$ cat src/rtl/b64d_pkg.sv
// ----------------------------------------------------------------------------
// b64d_pkg
// Shared types, constants and the character classifier of the base64 decoder.
// ----------------------------------------------------------------------------
package b64d_pkg;

	// Default depth of the job queue between front and back
	localparam int QUEUE_DEPTH = 4;

	// Fill codes of the sextet counter
	localparam logic [1:0] CNT_TWO   = 2'd2;
	localparam logic [1:0] CNT_THREE = 2'd3;

	// Result counts of one job
	localparam logic [1:0] RES_ONE   = 2'd1;
	localparam logic [1:0] RES_TWO   = 2'd2;
	localparam logic [1:0] RES_THREE = 2'd3;

	// Characters
	localparam logic [7:0] CH_UPPER_A = 8'h41;
	localparam logic [7:0] CH_UPPER_Z = 8'h5A;
	localparam logic [7:0] CH_LOWER_A = 8'h61;
	localparam logic [7:0] CH_LOWER_Z = 8'h7A;
	localparam logic [7:0] CH_DIGIT_0 = 8'h30;
	localparam logic [7:0] CH_DIGIT_9 = 8'h39;
	localparam logic [7:0] CH_PLUS    = 8'h2B;
	localparam logic [7:0] CH_SLASH   = 8'h2F;

	// One decoded value: ok flag and the 6-bit value
	typedef struct packed {
		logic       ok;
		logic [5:0] val;
	} sextet_t;

	// Work handed from front to back: up to three results of one character
	typedef struct packed {
		logic [23:0] data;    // byte 0 in the top bits
		logic [1:0]  cnt;     // results in this job, 1..3
		logic        empty;   // single result with no byte
		logic        fin;     // last result carries the end mark
		logic        halted;  // message halted as of this character
	} job_t;

	// Head of the queue as seen by the back
	typedef struct packed {
		logic valid;
		job_t job;
	} q_head_t;

	// Map a character onto its alphabet value; '=' and all else are not ok
	function automatic sextet_t sextet_of(input logic [7:0] c);
		sextet_t s;
		s.ok  = 1'b1;
		s.val = 6'd0;
		if (c >= CH_UPPER_A && c <= CH_UPPER_Z) begin
			s.val = 6'(c - CH_UPPER_A);
		end else if (c >= CH_LOWER_A && c <= CH_LOWER_Z) begin
			s.val = 6'(c - CH_LOWER_A + 8'd26);
		end else if (c >= CH_DIGIT_0 && c <= CH_DIGIT_9) begin
			s.val = 6'(c - CH_DIGIT_0 + 8'd52);
		end else if (c == CH_PLUS) begin
			s.val = 6'd62;
		end else if (c == CH_SLASH) begin
			s.val = 6'd63;
		end else begin
			s.ok = 1'b0;
		end
		return s;
	endfunction

endpackage

$ cat src/rtl/b64d_char_if.sv
// ----------------------------------------------------------------------------
// b64d_char_if
// Input channel: one encoded character per word, with a last-character flag.
// ----------------------------------------------------------------------------
interface b64d_char_if;
	logic       valid;
	logic       ready;
	logic [7:0] char_in;
	logic       final_char;

	modport source (output valid, output char_in, output final_char, input ready);
	modport sink   (input valid, input char_in, input final_char, output ready);
endinterface

$ cat src/rtl/b64d_byte_if.sv
// ----------------------------------------------------------------------------
// b64d_byte_if
// Output channel: one decoded byte or end mark per word.
// ----------------------------------------------------------------------------
interface b64d_byte_if;
	logic       valid;
	logic       ready;
	logic [7:0] byte_out;
	logic       byte_valid;
	logic       message_end;
	logic       halted_early;

	modport source (output valid, output byte_out, output byte_valid,
		output message_end, output halted_early, input ready);
	modport sink   (input valid, input byte_out, input byte_valid,
		input message_end, input halted_early, output ready);
endinterface

$ cat src/rtl/base64_decoder_top.sv
// ----------------------------------------------------------------------------
// base64_decoder_top
// Streaming base64 decoder: characters in, decoded bytes and end marks out.
// ----------------------------------------------------------------------------
//  channel  | dir | word contents
//  char_ch  | in  | char_in[7:0], final_char
//  byte_ch  | out | byte_out[7:0], byte_valid, message_end, halted_early
//
//  One character is taken each cycle while the job queue has room.
//  A completed group or message end gives up to three output words, sent
//  one per cycle by the back end while the receiver is ready; the queue
//  depth sets how long the input keeps flowing while the output stalls.
//  A job's first output word is sent from the registered queue head, after any earlier jobs.
//  Reset clears the group state and empties the queue; no clearing pass.
// ----------------------------------------------------------------------------
module base64_decoder_top #(
	parameter int QUEUE_DEPTH = b64d_pkg::QUEUE_DEPTH
) (
	input  logic        clk,
	input  logic        arst_n,
	b64d_char_if.sink   char_ch,
	b64d_byte_if.source byte_ch
);

	logic              push;
	logic              pop;
	logic              q_full;
	b64d_pkg::job_t    job;
	b64d_pkg::q_head_t head;

	b64d_front u_front (
		.clk     (clk),
		.arst_n  (arst_n),
		.char_ch (char_ch),
		.q_full  (q_full),
		.push    (push),
		.job     (job)
	);

	b64d_queue #(
		.DEPTH (QUEUE_DEPTH)
	) u_queue (
		.clk    (clk),
		.arst_n (arst_n),
		.push   (push),
		.job    (job),
		.pop    (pop),
		.full   (q_full),
		.head   (head)
	);

	b64d_back u_back (
		.clk     (clk),
		.arst_n  (arst_n),
		.head    (head),
		.pop     (pop),
		.byte_ch (byte_ch)
	);

endmodule

$ cat src/rtl/b64d_front.sv
// ----------------------------------------------------------------------------
// b64d_front
// Classifies each character, keeps the partial group and builds a job of
// up to three results for every completed group or message end.
// ----------------------------------------------------------------------------
module b64d_front (
	input  logic               clk,
	input  logic               arst_n,
	b64d_char_if.sink          char_ch,
	input  logic               q_full,
	output logic               push,
	output b64d_pkg::job_t     job
);

	logic [17:0]       hold_q, hold_n;
	logic [1:0]        cnt_q, cnt_n;
	logic              halted_q, halted_n;
	logic              grp;
	logic              accept;
	b64d_pkg::sextet_t dec;

	assign char_ch.ready = !q_full;
	assign accept        = char_ch.valid && char_ch.ready;
	assign dec           = b64d_pkg::sextet_of(char_ch.char_in);

	// Next group state and the job for this character
	always_comb begin
		hold_n   = hold_q;
		cnt_n    = cnt_q;
		halted_n = halted_q;
		grp      = 1'b0;
		job      = '0;
		if (!halted_q) begin
			if (!dec.ok) begin
				halted_n = 1'b1;
			end else if (cnt_q == b64d_pkg::CNT_THREE) begin
				grp      = 1'b1;
				job.data = {hold_q, dec.val};
				job.cnt  = b64d_pkg::RES_THREE;
				hold_n   = '0;
				cnt_n    = '0;
			end else begin
				hold_n = {hold_q[11:0], dec.val};
				cnt_n  = cnt_q + 2'd1;
			end
		end
		if (char_ch.final_char && !grp) begin
			case (cnt_n)
				b64d_pkg::CNT_TWO: begin
					job.data = {hold_n[11:4], 16'h0000};
					job.cnt  = b64d_pkg::RES_ONE;
				end
				b64d_pkg::CNT_THREE: begin
					job.data = {hold_n[17:10], hold_n[9:2], 8'h00};
					job.cnt  = b64d_pkg::RES_TWO;
				end
				default: begin
					job.cnt   = b64d_pkg::RES_ONE;
					job.empty = 1'b1;
				end
			endcase
		end
		job.fin    = char_ch.final_char;
		job.halted = halted_n;
	end

	assign push = accept && (grp || char_ch.final_char);

	// Group state; a final character clears it for the next message
	always_ff @(posedge clk or negedge arst_n) begin
		if (!arst_n) begin
			hold_q   <= '0;
			cnt_q    <= '0;
			halted_q <= 1'b0;
		end else if (accept) begin
			if (char_ch.final_char) begin
				hold_q   <= '0;
				cnt_q    <= '0;
				halted_q <= 1'b0;
			end else begin
				hold_q   <= hold_n;
				cnt_q    <= cnt_n;
				halted_q <= halted_n;
			end
		end
	end

	// A group never completes on a halted message
	a_grp_not_halted: assert property (@(posedge clk) disable iff (!arst_n)
		(accept && grp) |-> !job.halted)
		else $error("group completed after halt");

	// Halt is sticky until the message ends
	a_halt_sticky: assert property (@(posedge clk) disable iff (!arst_n)
		(halted_q && !(accept && char_ch.final_char)) |=> halted_q)
		else $error("halt dropped inside a message");

	// Every job holds one to three results
	a_job_cnt: assert property (@(posedge clk) disable iff (!arst_n)
		push |-> (job.cnt != 2'd0))
		else $error("empty job pushed");

endmodule

$ cat src/rtl/b64d_queue.sv
// ----------------------------------------------------------------------------
// b64d_queue
// Short job queue that lets front and back stall independently.
// ----------------------------------------------------------------------------
module b64d_queue #(
	parameter int DEPTH = b64d_pkg::QUEUE_DEPTH
) (
	input  logic               clk,
	input  logic               arst_n,
	input  logic               push,
	input  b64d_pkg::job_t     job,
	input  logic               pop,
	output logic               full,
	output b64d_pkg::q_head_t  head
);

	localparam int AW = (DEPTH > 1) ? $clog2(DEPTH) : 1;
	localparam int CW = $clog2(DEPTH + 1);

	b64d_pkg::job_t  entry_q [DEPTH];
	logic [AW-1:0]   wr_ptr_q, rd_ptr_q;
	logic [CW-1:0]   count_q;

	assign full       = (count_q == CW'(DEPTH));
	assign head.valid = (count_q != '0);
	assign head.job   = entry_q[rd_ptr_q];

	// Storage write
	always_ff @(posedge clk) begin
		if (push) begin
			entry_q[wr_ptr_q] <= job;
		end
	end

	// Pointers and fill count
	always_ff @(posedge clk or negedge arst_n) begin
		if (!arst_n) begin
			wr_ptr_q <= '0;
			rd_ptr_q <= '0;
			count_q  <= '0;
		end else begin
			if (push) begin
				wr_ptr_q <= (wr_ptr_q == AW'(DEPTH - 1)) ? '0 : wr_ptr_q + 1'b1;
			end
			if (pop) begin
				rd_ptr_q <= (rd_ptr_q == AW'(DEPTH - 1)) ? '0 : rd_ptr_q + 1'b1;
			end
			if (push && !pop) begin
				count_q <= count_q + 1'b1;
			end else if (pop && !push) begin
				count_q <= count_q - 1'b1;
			end
		end
	end

	a_no_overflow: assert property (@(posedge clk) disable iff (!arst_n)
		push |-> !full)
		else $error("push into full queue");

	a_no_underflow: assert property (@(posedge clk) disable iff (!arst_n)
		pop |-> head.valid)
		else $error("pop from empty queue");

	a_count_up: assert property (@(posedge clk) disable iff (!arst_n)
		(push && !pop) |=> (count_q == $past(count_q) + 1'b1))
		else $error("fill count lost a push");

endmodule

$ cat src/rtl/b64d_back.sv
// ----------------------------------------------------------------------------
// b64d_back
// Walks the job at the queue head and sends its results one word at a time.
// ----------------------------------------------------------------------------
module b64d_back (
	input  logic               clk,
	input  logic               arst_n,
	input  b64d_pkg::q_head_t  head,
	output logic               pop,
	b64d_byte_if.source        byte_ch
);

	logic [1:0] idx_q;
	logic       last;
	logic [7:0] sel;

	assign last = (idx_q == head.job.cnt - 2'd1);

	// Byte select within the job
	always_comb begin
		case (idx_q)
			2'd0:    sel = head.job.data[23:16];
			2'd1:    sel = head.job.data[15:8];
			default: sel = head.job.data[7:0];
		endcase
	end

	assign byte_ch.valid        = head.valid;
	assign byte_ch.byte_out     = head.job.empty ? 8'h00 : sel;
	assign byte_ch.byte_valid   = !head.job.empty;
	assign byte_ch.message_end  = head.job.fin && last;
	assign byte_ch.halted_early = head.job.halted;

	assign pop = byte_ch.valid && byte_ch.ready && last;

	// Result index within the current job
	always_ff @(posedge clk or negedge arst_n) begin
		if (!arst_n) begin
			idx_q <= '0;
		end else if (byte_ch.valid && byte_ch.ready) begin
			idx_q <= last ? 2'd0 : idx_q + 2'd1;
		end
	end

	a_idx_in_job: assert property (@(posedge clk) disable iff (!arst_n)
		head.valid |-> (idx_q < head.job.cnt))
		else $error("result index past job end");

	a_idx_idle: assert property (@(posedge clk) disable iff (!arst_n)
		!head.valid |-> (idx_q == 2'd0))
		else $error("result index left over with empty queue");

	a_empty_single: assert property (@(posedge clk) disable iff (!arst_n)
		(head.valid && head.job.empty) |-> (head.job.cnt == 2'd1 && head.job.fin))
		else $error("malformed empty job");

endmodule

$ cat src/flat_wrapper.sv
// flat-port wrapper written by rule: the top's interface ports become plain ports
module base64_decoder_top_flat 
#(
	parameter int QUEUE_DEPTH = b64d_pkg::QUEUE_DEPTH
)
  (clk, arst_n, char_ch_valid, char_ch_char_in, char_ch_final_char, char_ch_ready, byte_ch_valid, byte_ch_byte_out, byte_ch_byte_valid, byte_ch_message_end, byte_ch_halted_early, byte_ch_ready);
  b64d_char_if char_ch_i ();
  b64d_byte_if byte_ch_i ();
  input  logic clk;
  input  logic arst_n;
  input wire logic [$bits(char_ch_i.valid)-1:0] char_ch_valid;
  input wire logic [$bits(char_ch_i.char_in)-1:0] char_ch_char_in;
  input wire logic [$bits(char_ch_i.final_char)-1:0] char_ch_final_char;
  output wire logic [$bits(char_ch_i.ready)-1:0] char_ch_ready;
  output wire logic [$bits(byte_ch_i.valid)-1:0] byte_ch_valid;
  output wire logic [$bits(byte_ch_i.byte_out)-1:0] byte_ch_byte_out;
  output wire logic [$bits(byte_ch_i.byte_valid)-1:0] byte_ch_byte_valid;
  output wire logic [$bits(byte_ch_i.message_end)-1:0] byte_ch_message_end;
  output wire logic [$bits(byte_ch_i.halted_early)-1:0] byte_ch_halted_early;
  input wire logic [$bits(byte_ch_i.ready)-1:0] byte_ch_ready;
  assign char_ch_i.valid = char_ch_valid;
  assign char_ch_i.char_in = char_ch_char_in;
  assign char_ch_i.final_char = char_ch_final_char;
  assign char_ch_ready = char_ch_i.ready;
  assign byte_ch_valid = byte_ch_i.valid;
  assign byte_ch_byte_out = byte_ch_i.byte_out;
  assign byte_ch_byte_valid = byte_ch_i.byte_valid;
  assign byte_ch_message_end = byte_ch_i.message_end;
  assign byte_ch_halted_early = byte_ch_i.halted_early;
  assign byte_ch_i.ready = byte_ch_ready;
  base64_decoder_top #(.QUEUE_DEPTH(QUEUE_DEPTH)) u_core (.clk(clk), .arst_n(arst_n), .char_ch(char_ch_i), .byte_ch(byte_ch_i));
endmodule
$ cat config.mk
export PLATFORM = sky130hd
export DESIGN_NAME = base64_decoder_top_flat
export DESIGN_NICKNAME = d
export VERILOG_FILES = /design/src/rtl/b64d_pkg.sv /design/src/rtl/b64d_char_if.sv /design/src/rtl/b64d_byte_if.sv /design/src/rtl/base64_decoder_top.sv /design/src/rtl/b64d_front.sv /design/src/rtl/b64d_queue.sv /design/src/rtl/b64d_back.sv /design/src/flat_wrapper.sv
export SDC_FILE = /design/constraint.sdc
export NUM_CORES = 1
export LEC_CHECK = 0
export BUFFER_PORTS_ARGS = -buffer_cell sky130_fd_sc_hd__buf_2
export CAP_MARGIN = 20
export CELL_PAD_IN_SITES_DETAIL_PLACEMENT = 0
export CELL_PAD_IN_SITES_GLOBAL_PLACEMENT = 1
export CORE_AREA = 2 2 116 118
export CTS_BUF_LIST = sky130_fd_sc_hd__clkbuf_4 sky130_fd_sc_hd__clkbuf_8 sky130_fd_sc_hd__clkbuf_16
export CTS_CLUSTER_SIZE = 12
export DETAILED_ROUTE_END_ITERATION = 7
export DIE_AREA = 0 0 118 120
export GPL_TIMING_DRIVEN = 0
export PLACE_DENSITY_LB_ADDON = 0.05
export SYNTH_ARGS = -nofsm -noshare
export SYNTH_HDL_FRONTEND = slang
export SYNTH_SLANG_ARGS = --single-unit
$ cat constraint.sdc
create_clock -name clk -period 6.7 [get_ports clk]
set_clock_uncertainty 0.1 [all_clocks]
set_input_delay 0.335 -clock clk [delete_from_list [all_inputs] [get_ports clk]]
set_output_delay 0.335 -clock clk [all_outputs]
set_load 0.005 [all_outputs]
==> results of run 1 <==
[tightest hold or removal path: stages]
cell and delay, ns:
buf_2 0.10, nand3_1 0.05, o21ai_0 0.06
[cells in the final DEF, fill, tap and decap left out, types with 16 or more instances in the layout]
cell | synthesis | final
edfxtp_1 | 116 | 116
dfrtp_1 | 30 | 30
ha_1 | 18 | 18
a22o_1 | 16 | 16
nand2_1 | 31 | 31
clkbuf_16 | 0 | 17
buf_2 | 7 | 31
inv_1 | 24 | 24
mux4_2 | 29 | 29
[layer usage]
layer  wire length, um  part of all wire [%]
met1              7090                    46
met2              7370                    48
met3               695                   4.5
met4               316                   2.0
met5                 0                     0
[power groups by stage]
stage	Clock, mW	Sequential [mW]	Combinational [mW]
floorplan	0	1.16	0.612
global placement	0	1.18	0.847
detailed placement	0	1.18	0.870
CTS	0.971	1.17	0.874
global route	1.01	1.18	0.945
finish	0.964	1.17	0.859
[state kept, by name (all words and copies together), names as in the netlist]
register                 cells
u_core.u_queue.wr_ptr_q      2
u_core.u_queue.count_q       3
u_core.u_queue.rd_ptr_q      2
u_core.u_front.cnt_q         2
u_core.u_front.halted_q      1
u_core.u_queue.entry_q     116
u_core.u_front.hold_q       18
u_core.u_back.idx_q          2
[cells by family (layout without fill, tap and decap cells)]
| kind of cell | Yosys count | count (layout) | share of synthesized area [%] |
|---|---|---|---|
| DFF | 146 | 146 | 60.7 |
| AOI/OAI and AO/OA | 124 | 124 | 14.5 |
| and+or+nand+nor | 97 | 97 | 7.14 |
| buffers and inverters | 47 | 104 | 2.92 |
| muxes | 36 | 36 | 10.5 |
| adders and majority gates | 19 | 19 | 3.51 |
| xor gates and xnor gates | 6 | 6 | 0.753 |
[what timing repair did]
action | in CTS | in global routing
setup buffers | 0 | 0
hold buffers | 1 | 0
setup endpoints to repair | 0 | 0
hold endpoints to repair | 30 | 0
[final cells by class]
type                       instances  area, um2
fill                            1030       5040
sequential                       146       4230
multi-input combinational        282       2540
clock buffer                      17        425
tap                              176        220
clock inverter                    15        181
timing repair buffer              25        130
buffer                            21        106
inverter                          26       97.6
[cell usage after synthesis, drive strengths merged, types with 5 or more instances]
cell      n  area share, %
o22ai     6           0.54
o221ai    5           0.63
inv      25            1.3
mux4     29            9.4
a31oi     6           0.93
a311oi    6            1.3
ha       18            3.2
a21oi    15            1.1
o21ai    19            1.5
mux2      6           0.97
nor2     14           0.75
a22oi    11            1.2
nand4     5           0.45
nor2b     5           0.45
nand2    31            1.7
dfrtp    30             11
nand3    11           0.93
edfxtp  116             50
a221oi    8            1.0
a22o     16            2.0
clkbuf    9           0.48
buf      12            1.0
and2     13            1.2
[through the flow]
| stage | hold slack [ns] | area [um2] |
|---|---|---|
| 3_5_place_dp | 0.317 | 7320 |
| 6_report | 0.0708 | 7940 |
| 4_1_cts | 0.0598 | 7940 |
| 2_1_floorplan | -0.0606 | 6980 |
| 5_1_grt | 0.0788 | 7940 |
| 3_3_place_gp | 0.310 | 7320 |
[worst paths after layout]
kind | start | to | cells after the start | slack [ns]
worst max-delay path | char_ch_char_in[3] | u_core.u_queue.entry_q[2][14]$_DFFE_PP_ | 11 | 3.32
worst min-delay path | byte_ch_ready | u_core.u_back.idx_q[0]$_DFFE_PN0P_ | 3 | 0.07
worst max register to register | u_core.u_queue.rd_ptr_q[0]$_DFFE_PN0P_ | u_core.u_queue.count_q[2]$_DFFE_PN0P_ | 12 | 3.45
worst min register to register | u_core.u_queue.count_q[2]$_DFFE_PN0P_ | u_core.u_queue.count_q[2]$_DFFE_PN0P_ | 1 | 0.39
max in group asynchronous | arst_n | u_core.u_front.hold_q[0]$_DFFE_PN0P_ | 2 | 5.65
min in group asynchronous | arst_n | u_core.u_queue.count_q[2]$_DFFE_PN0P_ | 2 | 0.39
==> flow_summary.toml, run 1 <==
[critical_path]
critPathMaxFanout = 10
critPathTopFamily = "simple AND/OR/NAND/NOR gates"
critPathBufInv = 5
criticalPathCategory = "in -> reg"
cp.required_ns = 6.70
end_kind = "flop"
cpMaxStageDelayCell = "nor4b_1"
slowest_delay_ns = 0.90
cp-start-kind = "input pin"
path_cells = "buf_2 -> clkbuf_1 -> inv_1 -> ha_1 -> inv_1 -> o211ai_2 -> nand3_2 -> buf_2 -> o2111ai_1 -> nor4b_1 -> o2bb2ai_1"
cp.arrival_ns = 3.38

[run]
max_cap_violations = 0

[layout]
final_core_util_pct = 61.2
final_cell_count_no_fill = 708
fin_nets = 551
areaGrowthSynthToFinish_pct = 13.8
drive_gt1_share_pct = 23.7
num_antenna_cells = 0

[detailed_routing]
routed_wl_um = 15500
vias = 4364
first_iter_violations = 378
routedWlPerCell_um = 21.8
routed_via_density = 6.16
dr.pass1.iters = 5
ant_nets = 0
drc = 0

[grt]
gr-usage-met3_pct = 4.52
grt_usage_pct = 23.5
antenna_found_initial = 0
grt_remaining_overflow = 0
met1_usage_pct = 32.4
top_usage_layer = "met2"
grt_pass1_wl_um = 24700
grt_max_degree = 31
grtUsageMet2_pct = 37.4
grt_pass1_vias = 4401

[sta]
fmaxAchievable_ghz = 0.296
worst_pin_slew_ns = 1.01
relSlewSlack_pct = 31.9
worst_slack_ns = 3.32
fin_crit_sh_pct = 50.4
slew_viol_final = 0
finalSetupViolCount = 0
hold_viol = 0
grt_setup_unrepaired = "false"
min_period_ns = 3.38
final.setup.tns_ns = 0

[synth]
synth_flop_cell = "edfxtp_1"
synth-seq-cells = 146
synth_edf_count = 116
yosys_warnings = 0
synthesis.nets = 507
synth.distinct_cells = 70
syn-instance-count = 475
synthArstFlopShare_pct = 20.5
synth.cell_area_um2 = 6980
seq_area_frac_synth_pct = 60.7
syn_avg_cell_area_um2 = 14.7

[clocking]
clock_path_buffers = 2
path_clk_slew_ns = 0.06
clkSinkCount = 146
cts_resized = 0
cts_tree = "yes"
h-tree-depth = 4
clkLatencyLatePin_ns = 0.43
root_buffer = "clkbuf_16"
cts_buffers = 17

[power_and_ir_drop]
p_sw_share_pct = 30.9
comb_power_share_pct = 28.8
finalPower_mw = 2.99
intPower_mw = 2.06
p_switching_uw = 924
seqPwrFrac_pct = 39.0
ir_drop_v = 0.000180
p_per_area_nw_per_um2 = 376
clkPwrFrac_pct = 32.3
leakage_nw = 2.83

[worst_hold_path]
hp-class = "in -> reg"

[placement]
hpwl_um = 10400
place_congestion = 0.890
post-place-cells = 675
place_ws_ns = 2.89
portBuffers = 24

[floorplanning]
die_area_um2 = 14200
ios = 26
core_area_um2 = 13000
floorplan.initialDensity_pct = 53.8
fp.dieH_um = 120
rows = 42
die-width_um = 118

[run_status]
status = "completed"
Power figures use the tool's default switching activity.
==> run 2: changes to the inputs <==
ABC_AREA = 1   (was unset)
CORE_AREA = 2 2 131 133   (was 2 2 116 118)
DIE_AREA = 0 0 133 135   (was 0 0 118 120)
clock period = 3.1 ns   (was 6.7 ns; I/O delays follow)
==> run 2 against run 1 <==
  * Hold slack improved by 0.017 ns
  * Core utilization decreased by 11 points
  * Flip-flop and latch count stayed put
  * Critical endpoint is now byte_ch_byte_out[3]
  * Highest routed layer unchanged
  * Final cell count up 40%
==> flow_summary.toml, run 2 <==
[run_status]
status = "completed"

[synth]
synthArstFlopShare_pct = 20.5
seq_area_frac_synth_pct = 59.4
synth.cell_area_um2 = 7120
synth-seq-cells = 146
yosys_warnings = 0
synthesis.nets = 741
synth.distinct_cells = 37
yosysTopAreaCell = "edfxtp_1"
yosys-top-cells-count = "nand2_1 (129), edfxtp_1 (116), o21ai_0 (80), nor2_1 (79), inv_1 (57)"
ys_top_cells_by_area = "edfxtp_1 (49%), dfrtp_1 (11%), nand2_1 (6.8%)"
synth_top_area_share_pct = 48.9
syn_avg_cell_area_um2 = 10.0
synth_edf_count = 116
syn-instance-count = 709
yosysMostFrequentCell = "nand2_1"
synth_flop_cell = "edfxtp_1"

[layout]
fin_nets = 791
areaGrowthSynthToFinish_pct = 16.4
reg_top3 = "u_core.u_queue.entry_q x116, u_core.u_front.hold_q x18, u_core.u_queue.count_q x3"
num_antenna_cells = 0
final_cell_count_no_fill = 992
final_core_util_pct = 50.6
top_register = "u_core.u_queue.entry_q"
fill_cells = 1470
seq_area_um2 = 4230
drive_gt1_share_pct = 15.8
layout_commonest_cell = "nand2_1"
final_cell_area_um2 = 8300
layout_common_cells = "nand2_1 (127), edfxtp_1 (116), o21ai_0 (80)"
largest_reg_flops = 116
multiInputGateArea_um2 = 2560

[placement]
portBuffers = 25
place_congestion = 0.837
hpwl_um = 12800
placed_area_um2 = 7660
place_ws_ns = -0.221
post-place-cells = 958

[detailed_routing]
routed_wl_um = 18300
first_iter_violations = 389
vias = 5250
routedWlPerCell_um = 18.5
route.met3.wl_um = 537
topRoutingLayerUsed = "met4"
routed_via_density = 5.29
dr.pass1.iters = 4
m1WireLength_um = 8530
route.met2.wl_um = 9040
ant_nets = 0
drc = 0

[floorplanning]
ios = 26
core_area_um2 = 16400
rows = 47
die-width_um = 133
floorplan.initialDensity_pct = 43.4
fp.dieH_um = 135
die_area_um2 = 18000

[clocking]
clkLatencyLatePin_ns = 0.41
root_buffer = "clkbuf_16"
h-tree-depth = 4
cts_buffers = 17
path_clk_slew_ns = 0.06
cts_tree = "yes"
clock_path_buffers = 2
clkSinkCount = 146

[grt]
grt_remaining_overflow = 0
grt_usage_pct = 21.3
grt_pass1_vias = 5157
grt_max_degree = 31
grt_pass1_wl_um = 28500
antenna_found_initial = 0

[sta]
slew_viol_final = 0
relSlewSlack_pct = 50.0
worst_slack_ns = 0.254
fin_crit_sh_pct = 91.8
grt_setup_unrepaired = "false"
fmaxAchievable_ghz = 0.351
finalSetupViolCount = 0
hold_viol = 0
worst_pin_slew_ns = 0.751
min_period_ns = 2.85

[worst_hold_path]
holdCritStartpoint = "byte_ch_ready"
hp-class = "in -> reg"
min_path_cells = 4
holdPathEnd = "u_core.u_back.idx_q[0]$_DFFE_PN0P_"

[critical_path]
slowest_delay_ns = 0.48
timing.rr.end = "u_core.u_queue.count_q[2]$_DFFE_PN0P_"
path_cells = "inv_1 -> ha_1 -> clkbuf_1 -> nor2_2 -> inv_1 -> nand3_1 -> nand3_1 -> inv_1 -> buf_2"
cpMaxStageDelayCell = "nor2_2"
r2r-start = "u_core.u_queue.rd_ptr_q[0]$_DFFE_PN0P_"
critPathMaxFanout = 9
cp.arrival_ns = 2.59
cp-start-kind = "flop"
end_kind = "output pin"
cp_common_cell = "inv_1"
cp.required_ns = 2.84
reg2reg_depth = 16
rrSetupSlack_ns = 0.33
criticalPathCategory = "reg -> out"

[power_and_ir_drop]
finalPower_mw = 6.78
p_per_area_nw_per_um2 = 817
ir_drop_v = 0.000373
leakage_nw = 3.28

[run]
max_cap_violations = 0
==> run 2: worst max-delay path, delay by kind of cell, from the launching register on <==
kind	cells	cell delay [ns]
buf+inv	5	0.81
simple gates	3	0.77
flops	1	0.39
fa+ha+maj	1	0.20
==> run 2: final cells by class <==
| class | count | area share [%] |
|---|---|---|
| Multi-Input combinational cell | 471 | 30.9 |
| Inverter | 64 | 2.90 |
| Clock buffer | 17 | 5.13 |
| Clock inverter | 15 | 2.07 |
| Tap cell | 220 | 3.32 |
| Buffer | 28 | 1.66 |
| Timing Repair Buffer | 31 | 2.99 |
| Sequential cell | 146 | 51.0 |
==> run 2: power breakdown <==
group / switching (mW) / internal (mW) / total, mW
combinational: 1.58 / 0.724 / 2.31
sequential: 0.0880 / 2.34 / 2.42
clock: 0.839 / 1.21 / 2.05
total: 2.51 / 4.27 / 6.78
==> run 2: timing repair <==
| action | CTS | global route |
|---|---|---|
| hold buffers | 2 | 0 |
| resized for setup | 3 | 11 |
| setup endpoints to repair | 8 | 6 |
| buffers inserted | 0 | 0 |
| hold endpoints to repair | 34 | 0 |
==> run 2: per-stage QoR <==
stage / TNS [ns] / hold WS (ns)
6_report: 0 / 0.0874
5_1_grt: 0 / 0.111
4_1_cts: 0 / 0.0302
3_5_place_dp: -9.73 / 0.176
3_3_place_gp: -213.63 / 0.168
2_1_floorplan: -35.40 / -0.241
==> run 2: cell families (layout without fill, tap and decap cells) <==
logic type / after synthesis / count (layout) / share of synthesized area, %
simple gates: 295 / 295 / 18.8
compound gates: 151 / 151 / 12.3
flops: 146 / 146 / 59.4
buf+inv: 92 / 155 / 5.22
fa+ha+maj: 19 / 19 / 3.44
xor+xnor: 6 / 6 / 0.738
==> run 2: how the worst max path moves through the flow <==
stage                                      startpoint                                endpoint  slack [ns]  depth (start not counted)
6_report           u_core.u_back.idx_q[0]$_DFFE_PN0P_                     byte_ch_byte_out[3]        0.25                          9
5_1_grt                            char_ch_char_in[1]   u_core.u_queue.count_q[2]$_DFFE_PN0P_        0.02                         20
4_1_cts        u_core.u_queue.rd_ptr_q[0]$_DFFE_PN0P_   u_core.u_queue.count_q[1]$_DFFE_PN0P_        0.02                         13
3_3_place_gp                       char_ch_char_in[1]  u_core.u_queue.entry_q[3][5]$_DFFE_PP_       -1.87                         16
3_5_place_dp                       char_ch_char_in[1]  u_core.u_queue.entry_q[0][5]$_DFFE_PP_       -0.22                         17
2_1_floorplan                      char_ch_char_in[0]  u_core.u_queue.entry_q[3][0]$_DFFE_PP_       -0.31                         15
==> run 2: routing by layer <==
metal  track usage [%]  vias to the layer above
met1              28.2                     2549
li1                  -                     2572
met5                 0                        -
met3              3.42                       14
met2              36.2                      115
met4              6.81                        0
